<file path="src/rtl/cfrt_pkg.sv">
// Shared constants, codes and types of the CAN frame receiver table unit.
`timescale 1ns / 1ps
package cfrt_pkg;

   localparam int FRAME_BYTES   = 32;
   localparam int TABLE_ENTRIES = 16;

   localparam int STORE_IDX_W = $clog2(FRAME_BYTES);
   localparam int COUNT_W     = $clog2(FRAME_BYTES + 1);
   localparam int ENTRY_IDX_W = (TABLE_ENTRIES > 1) ? $clog2(TABLE_ENTRIES) : 1;
   localparam int SEARCH_W    = ($clog2(TABLE_ENTRIES + 1) > 5) ?
                                $clog2(TABLE_ENTRIES + 1) : 5;

   typedef logic [1:0] kind_type;
   typedef logic [2:0] status_type;
   typedef logic [1:0] csr_index_type;

   localparam kind_type KIND_BYTE  = 2'd0;
   localparam kind_type KIND_QUERY = 2'd1;
   localparam kind_type KIND_LOAD  = 2'd2;

   localparam status_type STAT_IDLE       = 3'd0;
   localparam status_type STAT_UPDATED    = 3'd1;
   localparam status_type STAT_NO_MATCH   = 3'd2;
   localparam status_type STAT_OVERFLOW   = 3'd3;
   localparam status_type STAT_QUERY_HIT  = 3'd4;
   localparam status_type STAT_QUERY_MISS = 3'd5;
   localparam status_type STAT_LOADED     = 3'd6;

   localparam csr_index_type CSR_START_BYTE   = 2'd0;
   localparam csr_index_type CSR_HEADER_LEN   = 2'd1;
   localparam csr_index_type CSR_SEND_CODE    = 2'd2;
   localparam csr_index_type CSR_ENTRIES_USED = 2'd3;

   localparam logic [7:0] START_BYTE_RESET   = 8'd254;
   localparam logic [3:0] HEADER_LEN_RESET   = 4'd2;
   localparam logic [7:0] SEND_CODE_RESET    = 8'd0;
   localparam logic [4:0] ENTRIES_USED_RESET = 5'd0;

endpackage

</file>
<file path="src/rtl/cfrt_if.sv">
// Handshake channel interfaces of the CAN frame receiver table unit.
`timescale 1ns / 1ps
interface cfrt_req_if import cfrt_pkg::*; ();
   logic        valid;
   logic        ready;
   kind_type    kind;
   logic [7:0]  byte_value;
   logic [31:0] can_id;
   logic [3:0]  entry_index;

   modport source (output valid, kind, byte_value, can_id, entry_index, input ready);
   modport sink (input valid, kind, byte_value, can_id, entry_index, output ready);
endinterface

interface cfrt_rsp_if import cfrt_pkg::*; ();
   logic        valid;
   logic        ready;
   status_type  status;
   logic [3:0]  hit_index;
   logic [31:0] frame_id;
   logic [7:0]  data_length;
   logic [63:0] data_bytes;

   modport source (output valid, status, hit_index, frame_id, data_length, data_bytes,
                   input ready);
   modport sink (input valid, status, hit_index, frame_id, data_length, data_bytes,
                 output ready);
endinterface

interface cfrt_csr_if import cfrt_pkg::*; ();
   logic          valid;
   logic          ready;
   csr_index_type index;
   logic [7:0]    data;

   modport source (output valid, index, data, input ready);
   modport sink (input valid, index, data, output ready);
endinterface

</file>
<file path="src/rtl/can_frame_receiver_table_unit.sv">
// Top level: serial deframer with a sequentially searched CAN entry table.
//
// Channels: req_ch takes one item per beat (a serial byte, a query by id or an
// entry id load); rsp_ch returns exactly one result beat per request beat, in
// order. csr_ch writes the four configuration registers and is always ready.
// Steps: a byte or load goes straight to the final step that raises rsp valid;
// a query goes through the search, a completed send frame through the frame
// check and then the search (skipped when its command byte differs). The
// search stops at a hit, or on a miss at the searched count (at most 16).
// The search is one 32-bit id comparator stepped over the table once a cycle.
// req_ch.ready is high only while the sequencer is idle; it rises in the same
// cycle as rsp valid, so the next request can be accepted while the previous
// result is still offered.
// The result register decouples the sides: a new request may be accepted and
// processed while the previous result waits; a stalled rsp_ch holds the
// sequencer in its final step until the result register frees.
// Reset (synchronous) returns registers to their defaults, closes any open
// frame, clears the frame store and the entry lengths and data.
`timescale 1ns / 1ps
module can_frame_receiver_table_unit import cfrt_pkg::*; (
   input logic        clock,
   input logic        reset,
   cfrt_req_if.sink   req_ch,
   cfrt_rsp_if.source rsp_ch,
   cfrt_csr_if.sink   csr_ch
);

   localparam logic [1:0] ST_IDLE   = 2'd0;
   localparam logic [1:0] ST_FRAME  = 2'd1;
   localparam logic [1:0] ST_SEARCH = 2'd2;
   localparam logic [1:0] ST_DONE   = 2'd3;

   logic [7:0] start_byte_ff;
   logic [3:0] header_len_ff;
   logic [7:0] send_code_ff;
   logic [4:0] entries_used_ff;

   logic [1:0]          state_ff, state_in;
   logic                in_frame_ff, in_frame_in;
   logic [COUNT_W-1:0]  count_ff, count_in;
   logic [7:0]          paylen_ff, paylen_in;
   logic [SEARCH_W-1:0] cnt_ff, cnt_in;
   logic [31:0]         target_ff, target_in;
   logic                mode_frame_ff, mode_frame_in;

   status_type  res_status_ff, res_status_in;
   logic [3:0]  res_hit_ff, res_hit_in;
   logic [31:0] res_fid_ff, res_fid_in;
   logic [7:0]  res_len_ff, res_len_in;
   logic [63:0] res_data_ff, res_data_in;

   logic        rsp_valid_ff, rsp_valid_in;
   status_type  rsp_status_ff, rsp_status_in;
   logic [3:0]  rsp_hit_ff, rsp_hit_in;
   logic [31:0] rsp_fid_ff, rsp_fid_in;
   logic [7:0]  rsp_len_ff, rsp_len_in;
   logic [63:0] rsp_data_ff, rsp_data_in;

   logic [7:0]  store_ff [FRAME_BYTES];
   logic [31:0] entry_id_ff [TABLE_ENTRIES];
   logic [7:0]  entry_len_ff [TABLE_ENTRIES];
   logic [63:0] entry_data_ff [TABLE_ENTRIES];

   logic                   store_we;
   logic [STORE_IDX_W-1:0] store_wa;
   logic                   id_we;
   logic                   ent_we;

   logic                         req_fire;
   logic [COUNT_W-1:0]           count_nxt;
   logic [8:0]                   frame_end;
   logic [SEARCH_W-1:0]          used_ext;
   logic [SEARCH_W-1:0]          search_lim;
   logic [ENTRY_IDX_W-1:0]       cnt_idx;
   logic [SEARCH_W+3:0]          cnt_pad;
   logic [ENTRY_IDX_W+3:0]       load_pad;
   logic                         load_ok;
   logic [31:0]                  store_id;
   logic [63:0]                  store_data;
   logic                         out_free;

   assign req_fire    = req_ch.valid && req_ch.ready;
   assign req_ch.ready = (state_ff == ST_IDLE);
   assign csr_ch.ready = 1'b1;

   assign count_nxt  = count_ff + COUNT_W'(1);
   assign frame_end  = 9'(paylen_ff) + 9'(header_len_ff) + 9'd1;
   assign used_ext   = SEARCH_W'(entries_used_ff);
   assign search_lim = (used_ext > SEARCH_W'(TABLE_ENTRIES)) ?
                       SEARCH_W'(TABLE_ENTRIES) : used_ext;
   assign cnt_idx    = cnt_ff[ENTRY_IDX_W-1:0];
   assign cnt_pad    = {4'd0, cnt_ff};
   assign load_pad   = {{ENTRY_IDX_W{1'b0}}, req_ch.entry_index};
   assign load_ok    = load_pad < (ENTRY_IDX_W + 4)'(TABLE_ENTRIES);
   assign store_id   = {store_ff[6], store_ff[5], store_ff[4], store_ff[3]};
   assign store_data = {store_ff[15], store_ff[14], store_ff[13], store_ff[12],
                        store_ff[11], store_ff[10], store_ff[9], store_ff[8]};
   assign out_free   = !rsp_valid_ff || rsp_ch.ready;

   always_comb begin
      state_in      = state_ff;
      in_frame_in   = in_frame_ff;
      count_in      = count_ff;
      paylen_in     = paylen_ff;
      cnt_in        = cnt_ff;
      target_in     = target_ff;
      mode_frame_in = mode_frame_ff;
      res_status_in = res_status_ff;
      res_hit_in    = res_hit_ff;
      res_fid_in    = res_fid_ff;
      res_len_in    = res_len_ff;
      res_data_in   = res_data_ff;
      rsp_valid_in  = rsp_valid_ff;
      rsp_status_in = rsp_status_ff;
      rsp_hit_in    = rsp_hit_ff;
      rsp_fid_in    = rsp_fid_ff;
      rsp_len_in    = rsp_len_ff;
      rsp_data_in   = rsp_data_ff;
      store_we      = 1'b0;
      store_wa      = count_ff[STORE_IDX_W-1:0];
      id_we         = 1'b0;
      ent_we        = 1'b0;

      if (rsp_valid_ff && rsp_ch.ready) begin
         rsp_valid_in = 1'b0;
      end

      unique case (state_ff)
         ST_IDLE: begin
            if (req_fire) begin
               res_status_in = STAT_IDLE;
               res_hit_in    = 4'd0;
               res_fid_in    = 32'd0;
               res_len_in    = 8'd0;
               res_data_in   = 64'd0;
               state_in      = ST_DONE;
               unique case (req_ch.kind)
                  KIND_BYTE: begin
                     if (!in_frame_ff) begin
                        if (req_ch.byte_value == start_byte_ff) begin
                           in_frame_in = 1'b1;
                           store_we    = 1'b1;
                           store_wa    = '0;
                           count_in    = COUNT_W'(1);
                           paylen_in   = 8'd0;
                        end
                     end else begin
                        store_we = 1'b1;
                        count_in = count_nxt;
                        priority if (count_nxt == COUNT_W'(2)) begin
                           paylen_in = req_ch.byte_value;
                        end else if (9'(count_nxt) == frame_end) begin
                           in_frame_in = 1'b0;
                           state_in    = ST_FRAME;
                        end else if (count_nxt >= COUNT_W'(FRAME_BYTES)) begin
                           in_frame_in   = 1'b0;
                           res_status_in = STAT_OVERFLOW;
                        end else begin
                           count_in = count_nxt;
                        end
                     end
                  end
                  KIND_QUERY: begin
                     target_in     = req_ch.can_id;
                     cnt_in        = '0;
                     mode_frame_in = 1'b0;
                     state_in      = ST_SEARCH;
                  end
                  KIND_LOAD: begin
                     id_we         = load_ok;
                     res_status_in = STAT_LOADED;
                  end
                  default: begin
                     res_status_in = STAT_IDLE;
                  end
               endcase
            end
         end
         ST_FRAME: begin
            res_status_in = STAT_NO_MATCH;
            if (store_ff[2] != send_code_ff) begin
               state_in = ST_DONE;
            end else begin
               res_fid_in    = store_id;
               target_in     = store_id;
               cnt_in        = '0;
               mode_frame_in = 1'b1;
               state_in      = ST_SEARCH;
            end
         end
         ST_SEARCH: begin
            priority if (cnt_ff == search_lim) begin
               res_status_in = mode_frame_ff ? STAT_NO_MATCH : STAT_QUERY_MISS;
               state_in      = ST_DONE;
            end else if (entry_id_ff[cnt_idx] == target_ff) begin
               res_hit_in = cnt_pad[3:0];
               state_in   = ST_DONE;
               if (mode_frame_ff) begin
                  ent_we        = 1'b1;
                  res_status_in = STAT_UPDATED;
                  res_len_in    = store_ff[7];
                  res_data_in   = store_data;
               end else begin
                  res_status_in = STAT_QUERY_HIT;
                  res_len_in    = entry_len_ff[cnt_idx];
                  res_data_in   = entry_data_ff[cnt_idx];
               end
            end else begin
               cnt_in = cnt_ff + SEARCH_W'(1);
            end
         end
         ST_DONE: begin
            if (out_free) begin
               rsp_valid_in  = 1'b1;
               rsp_status_in = res_status_ff;
               rsp_hit_in    = res_hit_ff;
               rsp_fid_in    = res_fid_ff;
               rsp_len_in    = res_len_ff;
               rsp_data_in   = res_data_ff;
               state_in      = ST_IDLE;
            end
         end
         default: begin
            state_in = ST_IDLE;
         end
      endcase
   end

   always_ff @(posedge clock) begin
      if (reset) begin
         start_byte_ff   <= START_BYTE_RESET;
         header_len_ff   <= HEADER_LEN_RESET;
         send_code_ff    <= SEND_CODE_RESET;
         entries_used_ff <= ENTRIES_USED_RESET;
      end else if (csr_ch.valid && csr_ch.ready) begin
         unique case (csr_ch.index)
            CSR_START_BYTE:   start_byte_ff   <= csr_ch.data;
            CSR_HEADER_LEN:   header_len_ff   <= csr_ch.data[3:0];
            CSR_SEND_CODE:    send_code_ff    <= csr_ch.data;
            CSR_ENTRIES_USED: entries_used_ff <= csr_ch.data[4:0];
            default: begin
            end
         endcase
      end
   end

   always_ff @(posedge clock) begin
      if (reset) begin
         state_ff     <= ST_IDLE;
         in_frame_ff  <= 1'b0;
         count_ff     <= '0;
         paylen_ff    <= 8'd0;
         rsp_valid_ff <= 1'b0;
      end else begin
         state_ff     <= state_in;
         in_frame_ff  <= in_frame_in;
         count_ff     <= count_in;
         paylen_ff    <= paylen_in;
         rsp_valid_ff <= rsp_valid_in;
      end
   end

   always_ff @(posedge clock) begin
      cnt_ff        <= cnt_in;
      target_ff     <= target_in;
      mode_frame_ff <= mode_frame_in;
      res_status_ff <= res_status_in;
      res_hit_ff    <= res_hit_in;
      res_fid_ff    <= res_fid_in;
      res_len_ff    <= res_len_in;
      res_data_ff   <= res_data_in;
      rsp_status_ff <= rsp_status_in;
      rsp_hit_ff    <= rsp_hit_in;
      rsp_fid_ff    <= rsp_fid_in;
      rsp_len_ff    <= rsp_len_in;
      rsp_data_ff   <= rsp_data_in;
   end

   always_ff @(posedge clock) begin
      if (reset) begin
         for (int i = 0; i < FRAME_BYTES; i++) begin
            store_ff[i] <= 8'd0;
         end
      end else if (store_we) begin
         store_ff[store_wa] <= req_ch.byte_value;
      end
   end

   always_ff @(posedge clock) begin
      if (id_we) begin
         entry_id_ff[load_pad[ENTRY_IDX_W-1:0]] <= req_ch.can_id;
      end
   end

   always_ff @(posedge clock) begin
      if (reset) begin
         for (int i = 0; i < TABLE_ENTRIES; i++) begin
            entry_len_ff[i]  <= 8'd0;
            entry_data_ff[i] <= 64'd0;
         end
      end else if (ent_we) begin
         entry_len_ff[cnt_idx]  <= store_ff[7];
         entry_data_ff[cnt_idx] <= store_data;
      end
   end

   assign rsp_ch.valid       = rsp_valid_ff;
   assign rsp_ch.status      = rsp_status_ff;
   assign rsp_ch.hit_index   = rsp_hit_ff;
   assign rsp_ch.frame_id    = rsp_fid_ff;
   assign rsp_ch.data_length = rsp_len_ff;
   assign rsp_ch.data_bytes  = rsp_data_ff;

`ifndef SYNTHESIS
   a_rsp_from_done: assert property (@(posedge clock) disable iff (reset)
      $rose(rsp_valid_ff) |-> $past(state_ff == ST_DONE))
      else $error("result beat raised outside the final step");

   a_search_bound: assert property (@(posedge clock) disable iff (reset)
      (state_ff == ST_SEARCH) |-> (cnt_ff <= search_lim))
      else $error("entry search ran past the searched count");

   a_frame_count: assert property (@(posedge clock) disable iff (reset)
      in_frame_ff |-> (count_ff != '0 && count_ff < COUNT_W'(FRAME_BYTES)))
      else $error("open frame with byte count out of range");

   a_done_holds: assert property (@(posedge clock) disable iff (reset)
      (state_ff == ST_DONE && rsp_valid_ff && !rsp_ch.ready) |=> (state_ff == ST_DONE))
      else $error("result dropped while output stalled");
`endif

endmodule
</file>
<file path="src/flat_wrapper.sv">
// flat-port wrapper written by rule: the top's interface ports become plain ports
module can_frame_receiver_table_unit_flat import cfrt_pkg::*;
  (clock, reset, req_ch_valid, req_ch_kind, req_ch_byte_value, req_ch_can_id, req_ch_entry_index, req_ch_ready, rsp_ch_valid, rsp_ch_status, rsp_ch_hit_index, rsp_ch_frame_id, rsp_ch_data_length, rsp_ch_data_bytes, rsp_ch_ready, csr_ch_valid, csr_ch_index, csr_ch_data, csr_ch_ready);
  cfrt_req_if req_ch_i ();
  cfrt_rsp_if rsp_ch_i ();
  cfrt_csr_if csr_ch_i ();
  input logic clock;
  input logic reset;
  input wire logic [$bits(req_ch_i.valid)-1:0] req_ch_valid;
  input wire logic [$bits(req_ch_i.kind)-1:0] req_ch_kind;
  input wire logic [$bits(req_ch_i.byte_value)-1:0] req_ch_byte_value;
  input wire logic [$bits(req_ch_i.can_id)-1:0] req_ch_can_id;
  input wire logic [$bits(req_ch_i.entry_index)-1:0] req_ch_entry_index;
  output wire logic [$bits(req_ch_i.ready)-1:0] req_ch_ready;
  output wire logic [$bits(rsp_ch_i.valid)-1:0] rsp_ch_valid;
  output wire logic [$bits(rsp_ch_i.status)-1:0] rsp_ch_status;
  output wire logic [$bits(rsp_ch_i.hit_index)-1:0] rsp_ch_hit_index;
  output wire logic [$bits(rsp_ch_i.frame_id)-1:0] rsp_ch_frame_id;
  output wire logic [$bits(rsp_ch_i.data_length)-1:0] rsp_ch_data_length;
  output wire logic [$bits(rsp_ch_i.data_bytes)-1:0] rsp_ch_data_bytes;
  input wire logic [$bits(rsp_ch_i.ready)-1:0] rsp_ch_ready;
  input wire logic [$bits(csr_ch_i.valid)-1:0] csr_ch_valid;
  input wire logic [$bits(csr_ch_i.index)-1:0] csr_ch_index;
  input wire logic [$bits(csr_ch_i.data)-1:0] csr_ch_data;
  output wire logic [$bits(csr_ch_i.ready)-1:0] csr_ch_ready;
  assign req_ch_i.valid = req_ch_valid;
  assign req_ch_i.kind = req_ch_kind;
  assign req_ch_i.byte_value = req_ch_byte_value;
  assign req_ch_i.can_id = req_ch_can_id;
  assign req_ch_i.entry_index = req_ch_entry_index;
  assign req_ch_ready = req_ch_i.ready;
  assign rsp_ch_valid = rsp_ch_i.valid;
  assign rsp_ch_status = rsp_ch_i.status;
  assign rsp_ch_hit_index = rsp_ch_i.hit_index;
  assign rsp_ch_frame_id = rsp_ch_i.frame_id;
  assign rsp_ch_data_length = rsp_ch_i.data_length;
  assign rsp_ch_data_bytes = rsp_ch_i.data_bytes;
  assign rsp_ch_i.ready = rsp_ch_ready;
  assign csr_ch_i.valid = csr_ch_valid;
  assign csr_ch_i.index = csr_ch_index;
  assign csr_ch_i.data = csr_ch_data;
  assign csr_ch_ready = csr_ch_i.ready;
  can_frame_receiver_table_unit u_core (.clock(clock), .reset(reset), .req_ch(req_ch_i), .rsp_ch(rsp_ch_i), .csr_ch(csr_ch_i));
endmodule
</file>
<file path="config.mk">
export PLATFORM = sky130hd
export DESIGN_NAME = can_frame_receiver_table_unit_flat
export DESIGN_NICKNAME = d
export VERILOG_FILES = /design/src/rtl/cfrt_pkg.sv /design/src/rtl/cfrt_if.sv /design/src/rtl/can_frame_receiver_table_unit.sv /design/src/flat_wrapper.sv
export SDC_FILE = /design/constraint.sdc
export NUM_CORES = 2
export LEC_CHECK = 0
export BUFFER_PORTS_ARGS = -buffer_cell sky130_fd_sc_hd__buf_2
export CORE_UTILIZATION = 40
export DETAILED_ROUTE_END_ITERATION = 7
export GPL_TIMING_DRIVEN = 0
export PLACE_DENSITY_LB_ADDON = 0.12
export SYNTH_ARGS = -nofsm -noshare
export SYNTH_HDL_FRONTEND = slang
export SYNTH_SLANG_ARGS = --single-unit
export TNS_END_PERCENT = 10
</file>
<file path="constraint.sdc">
create_clock -name clock -period 12 [get_ports clock]
set_clock_uncertainty 0.05 [all_clocks]
set_input_delay 2.4 -clock clock [delete_from_list [all_inputs] [get_ports clock]]
set_output_delay 2.4 -clock clock [all_outputs]
set_load 0.005 [all_outputs]
</file>
# Word level (Yosys, flattened, before mapping)
# Memories as Yosys holds them, arrays and structs flattened. A register that Yosys moved wholly into a read port is not among the register bits.
# Cells that the tools add are included.
word_totals:
  ff_bits: 303
  mem_bits_rw: 1920
  output_inout_bits: 114
  wordCells: 187
  memories: 4
op_classes:
  add_sub_neg: 4
  magnitude_cmp: 3
  n_eq_ne: 23
  muxes: 103
  reduce_logical: 28
mem_list:
  columns: ["name", "depth", "width", "rd", "rd_clocked_by_memory_dff", "wr", "line_no", "source"]
  rows:
  - ["u_core.entry_data_ff", 16, 64, 1, 1, 16, "can_frame_receiver_table_unit.sv:62", "logic [63:0] entry_data_ff [TABLE_ENTRIES];"]
  - ["u_core.entry_id_ff", 16, 32, 1, 1, 1, "can_frame_receiver_table_unit.sv:60", "logic [31:0] entry_id_ff [TABLE_ENTRIES];"]
  - ["u_core.store_ff", 32, 8, 14, 0, 32, "can_frame_receiver_table_unit.sv:59", "logic [7:0] store_ff [FRAME_BYTES];"]
  - ["u_core.entry_len_ff", 16, 8, 1, 1, 16, "can_frame_receiver_table_unit.sv:61", "logic [7:0] entry_len_ff [TABLE_ENTRIES];"]
op_table:
  columns: ["cell", "n"]
  rows:
  - ["2-to-1 mux 64 bit", 5]
  - ["2-to-1 mux 32 bit", 4]
  - ["one-hot mux 32 bit (2 select lines)", 2]
  - ["one-hot mux 64 bit (2 select lines)", 1]
  - ["2-to-1 mux 8 bit", 9]
  - ["OR reduction 64 bit", 1]
  - ["2-to-1 mux 5 bit", 12]
  - ["2-to-1 mux 1 bit", 36]
  - ["== test 32 bit", 1]
  - ["2-to-1 mux 4 bit", 8]
  - ["2-to-1 mux 3 bit", 8]
  - ["2-to-1 mux 2 bit", 8]
  - ["one-hot mux 8 bit (2 select lines)", 1]
  - ["OR reduction 8 bit", 2]
  - ["one-hot mux 5 bit (3 select lines)", 1]
  - ["2-to-1 mux 6 bit", 2]
  - ["!= test 2 bit (second input constant)", 6]
  - ["AND reduction 3 bit", 4]
  - ["AND reduction 4 bit", 3]
  - ["== test 2 bit (second input constant)", 5]
  - ["AND reduction 2 bit", 5]
  - ["adder 8 x 4 -> 9 bit", 1]
  - ["adder 9 x 1 -> 9 bit (second input constant)", 1]
  - ["== test 6 x 9 -> 1 bit", 1]
  - ["other kinds (26)", 34]

# Logic depth before layout (Yosys ltp)
depth:
  depth_word: 11
  mapped_depth: 16
  mapped_depth_nobuf: 13

# Worst setup path after synthesis
# Ideal clock, no wire load.
synth_path:
  path_kind: "register -> register"
  from: "register (tool-made name)"
  to: "register u_core.res_data_ff[0] (enable)"
  arrival_time_ps: 8165
  t_required_ps: 11327
  path_slack_ps: 3162
  path_stages_with_launch: 11
  n_path_buf: 2
  cell_sequence: "dfxtp_1 buf_4 clkbuf_1 mux4_2 mux2i_1 xor2_1 nand2_1 o41ai_1 o221a_2 nand4_1 a211oi_1"
synth_rtl:
  columns: ["element", "line_no", "source"]
  rows:
  - ["to (signal assigned)", "can_frame_receiver_table_unit.sv:271", "res_data_ff <= res_data_in;"]
  - ["to (decl)", "can_frame_receiver_table_unit.sv:50", "logic [63:0] res_data_ff, res_data_in;"]

==> results.txt <==
Total power per unit cell area: 197 mW/mm^2. The net count of the finished layout is 5,603. Net switching is 29.0% of the power. The power consumption was 0.0202 W; the synthesized instance count was 5,041. Sequential cells burn 43.8% of the power.

The post-CTS clock slew at the launch and capture registers of the worst setup and hold paths works out to 0.07 ns. For the via count of the first global-routing pass, the log shows 48,136. Timing analysis after detailed placement gives a worst setup slack of 3.90 ns.

Counting flops and latches in the post-synthesis netlist gives 2,083. The number of synthesis warnings was 0. Clock latency on the worst-skew pair, taken at its later pin, is 0.92 ns.

The summed negative setup slack over all endpoints is 0 ns, and the count of instances resized after the clock tree is built is 0. The run gives 35.4 nW as the leakage power figure. In the synthesized netlist the dominant register cell turns out to be edfxtp_1. The tools report the die footprint as 0.223 sq mm. The synthesized area per cell works out to 17.6 sq um. In the routed design, unresolved DRC markers number 0.

STA classifies the critical path endpoint as a flip-flop. Synthesis produced a netlist with a net count of 5,118. The run gives 0.364 ns as the final-layout worst hold slack. The netlist uses 69 different library cells. The flow ran to the end, and the final reports show no timing, DRC or antenna violations. The count of boundary I/O pins is 175, and the violation count after the first detailed-routing iteration is 5,134. The design internal power was 0.0143 W. The largest total area in the synthesized netlist belongs to edfxtp_1. The run gives 0 as the final antenna-violating net count. For the worst flop-to-flop path, the logic depth is 12. Setup repair after global routing left no endpoint under its margin. For this design the total switching power over the nets is 0.00586 W. Dominant cell by count in the synthesized netlist: edfxtp_1. Share of the synthesized area in the top cell type: 69.1%. Maximum fanout along the worst path: 38.

By area the synthesized netlist is led by edfxtp_1, mux4_2, and2_1. The most repeated library cell on the critical path was buf_2. Final worst-path cycle share: 67.7%. The tools report the final-report setup violation count as 0. The kind of path behind the tightest hold check was reg -> reg. Summing all placed instances gives a cell area of 0.0950 sq mm.

The average routed wire per standard cell was 30.4 um. The longest clock path from root to sink contains 3 buffers. Number of buffers inserted by port buffering: 173.

The worst path in the final design needs a cycle of 8.12 ns, including I/O delays and setup. The tools report the global-route wire length before repair as 371,000 um. The cell sitting at the root of the clock tree is a clkbuf_16. The horizontal extent of the die came out at 472 um.

The cell count of the worst hold path was 0. For the worst setup path, the data arrival time is 8.60 ns. Setup slack closes at 3.88 ns. In this run the register-to-register setup slack is 3.88 ns. The run gives 220 as the number of buffers inserted during clock tree synthesis.

The final count of pins violating max slew was 0; the headroom to the max-slew limit was 6.68%. The relative contribution of the clock network to total power is 33.9%. The run gives 4 as the H-tree depth reported by CTS. Across the run, the number of max-cap violations was 0. Global routing used 23.7% of the available tracks. Post-CTS timing repair inserted 0 buffers for setup. The share of the Yosys chip area taken by registers is 70.1%. The critical path goes through buf_4 > buf_2 > buf_2 > buf_2 > clkbuf_1 > a311oi_1 > nor4b_2 > nand4_4 > buf_6 > nor3_4 > or2_4 > buf_16. The fraction of layout cells with a size suffix above 1 was 21.7%; the initial cell density of the core was 40.3%. TritonCTS built the clock tree. For this run the aggregate overflow at the end of global routing stands at 0. The number of antenna violations at the first check in global routing is 27, and the die extent in y is 472 um. The number of hold buffers added after CTS is 0. The total clock sinks came out at 2,083. Compared with the post-synthesis result, the final layout area differs by 15.5%. The pre-antenna-repair detailed-routing pass consisted of 5 iterations. The tools report the combinational power share as 22.3%.

The number of core rows is 172. The number of enable flip-flop cells after synthesis was 2,036. Timing would allow up to 123 MHz. At the pin with the least slew margin, the transition time is 1.40 ns.

The tools report the critical path required time as 12.47 ns. Routability-driven placement finished with a final weighted congestion of 0.803. The worst setup path is of the reg -> reg kind. The logs give 0.000160 V for the peak supply drop and 42 for the maximum number of pins on one net before global-route repair. After synthesis, the share of flip-flops with an asynchronous set or reset is 0%. The slowest stage of the critical path belongs to the cell nor3_4. The tools report the post-synth design cell area as 0.0885 sq mm. After detailed routing, the total wire length is 263,000 um. The detailed-placement wirelength estimate was 174,000 um.

Via count of the routed design: 46,924. The delay of the slowest cell on the worst path was 1.07 ns. The commonest cells after synthesis are edfxtp_1, and2_1, mux4_2. The mean number of vias per cell works out to 5.41. The worst setup path is launched from a flip-flop. The finished layout cell area came out at 0.102 sq mm.

For the number of failing hold endpoints at the final stage, the log shows 0. The run gives 0.220 sq mm as the core area.
routing by layer:
layer  vias up  track usage [%]  share of wire (%)
met5         -                0              0.019
met4        10             6.53                2.6
met3       344             3.54                6.2
met2      1523             37.7                 47
met1     24963             33.9                 44
li1      20084                -                  -
critical path: cells and delay by family (launching register included):
kind / cells / cell delay (ns)
and+or+nand+nor: 4 / 3.41
buffers and inverters: 7 / 3.32
AOI/OAI and AO/OA: 1 / 0.50
DFF: 1 / 0.32
power by group through the flow:
stage / registers [W] / clock network (W) / logic [W]
floorplan: 0.00890 / 0 / 0.00281
global placement: 0.00908 / 0 / 0.00442
detailed placement: 0.00898 / 0 / 0.00457
CTS: 0.00884 / 0.00697 / 0.00458
global route: 0.00887 / 0.00723 / 0.00475
finish: 0.00883 / 0.00685 / 0.00450
final cells by class:
class	instances	area, sq um
diodes	12	30.0
well taps	2958	3700
flip-flops and latches	2083	62100
multi-input cells	2570	25000
fillers	18909	118000
inverters	22	82.6
clock inverters	129	1480
plain buffers	366	1530
repair buffers	263	2580
clock buffers	269	5710
registers in the layout, summed over array words and instances (netlist names), 5 cells and up, named ones only:
name	cells
u_core.entry_data_ff	1024
u_core.entry_id_ff	512
u_core.entry_len_ff	128
u_core.store_ff	112
u_core.res_data_ff	64
u_core.rsp_ch.data_bytes	64
u_core.res_fid_ff	32
u_core.rsp_ch.frame_id	32
u_core.target_ff	32
u_core.paylen_ff	8
u_core.res_len_ff	8
u_core.rsp_ch.data_length	8
u_core.send_code_ff	8
u_core.start_byte_ff	8
u_core.count_ff	6
u_core.cnt_ff	5
u_core.entries_used_ff	5
cells by family after synthesis:
logic type | count (synthesis) | synth area share [%]
simple gates | 1663 | 11.6
fa+ha+maj | 16 | 0.235
mux | 684 | 14.3
compound gates | 115 | 0.932
buf+inv | 388 | 1.82
xor+xnor | 91 | 0.901
flops | 2083 | 70.1
other cells | 1 | 0.00424
cells in the final DEF, fill, tap and decap left out, drive strengths merged, types with 6 or more instances in the layout:
cell type | netlist | final
edfxtp | 2036 | 2036
and2 | 1308 | 1308
clkbuf | 269 | 538
mux4 | 462 | 462
buf | 97 | 360
mux2i | 181 | 181
clkinv | 1 | 94
nor2b | 90 | 90
nor2 | 75 | 75
xnor2 | 50 | 50
dfxtp | 47 | 47
mux2 | 41 | 41
xor2 | 41 | 41
nand2 | 37 | 37
nor3 | 33 | 33
or2 | 31 | 31
nand3 | 26 | 26
inv | 21 | 24
a21oi | 23 | 23
bufinv | 0 | 21
ha | 15 | 15
nor4 | 13 | 13
diode | 0 | 12
clkinvlp | 0 | 12
a211o | 11 | 11
a22oi | 11 | 11
nand4 | 11 | 11
nand2b | 9 | 9
o22ai | 8 | 8
o21ai | 8 | 8
a211oi | 8 | 8
a22o | 6 | 6
or3 | 6 | 6
worst paths after layout:
| path | startpoint | endpoint |
|---|---|---|
| setup / recovery | flip-flop | u_core.entry_data_ff[10][12]$_SDFFCE_PN0P_ |
| hold / removal | u_core.res_data_ff[33]$_SDFFCE_PN0P_ | u_core.rsp_ch.data_bytes[33]$_DFFE_PP_ |
| setup reg to reg | flip-flop | u_core.entry_data_ff[10][12]$_SDFFCE_PN0P_ |
| hold reg to reg | u_core.res_data_ff[33]$_SDFFCE_PN0P_ | u_core.rsp_ch.data_bytes[33]$_DFFE_PP_ |
through the flow:
stage          utilization [%]  instances
2_1_floorplan                -       5041
3_3_place_gp              42.4       8172
3_5_place_dp              43.2       8262
4_1_cts                   46.5       8660
5_1_grt                   46.5       8661
6_report                  46.5       8672
Power figures use the tool's default switching activity.
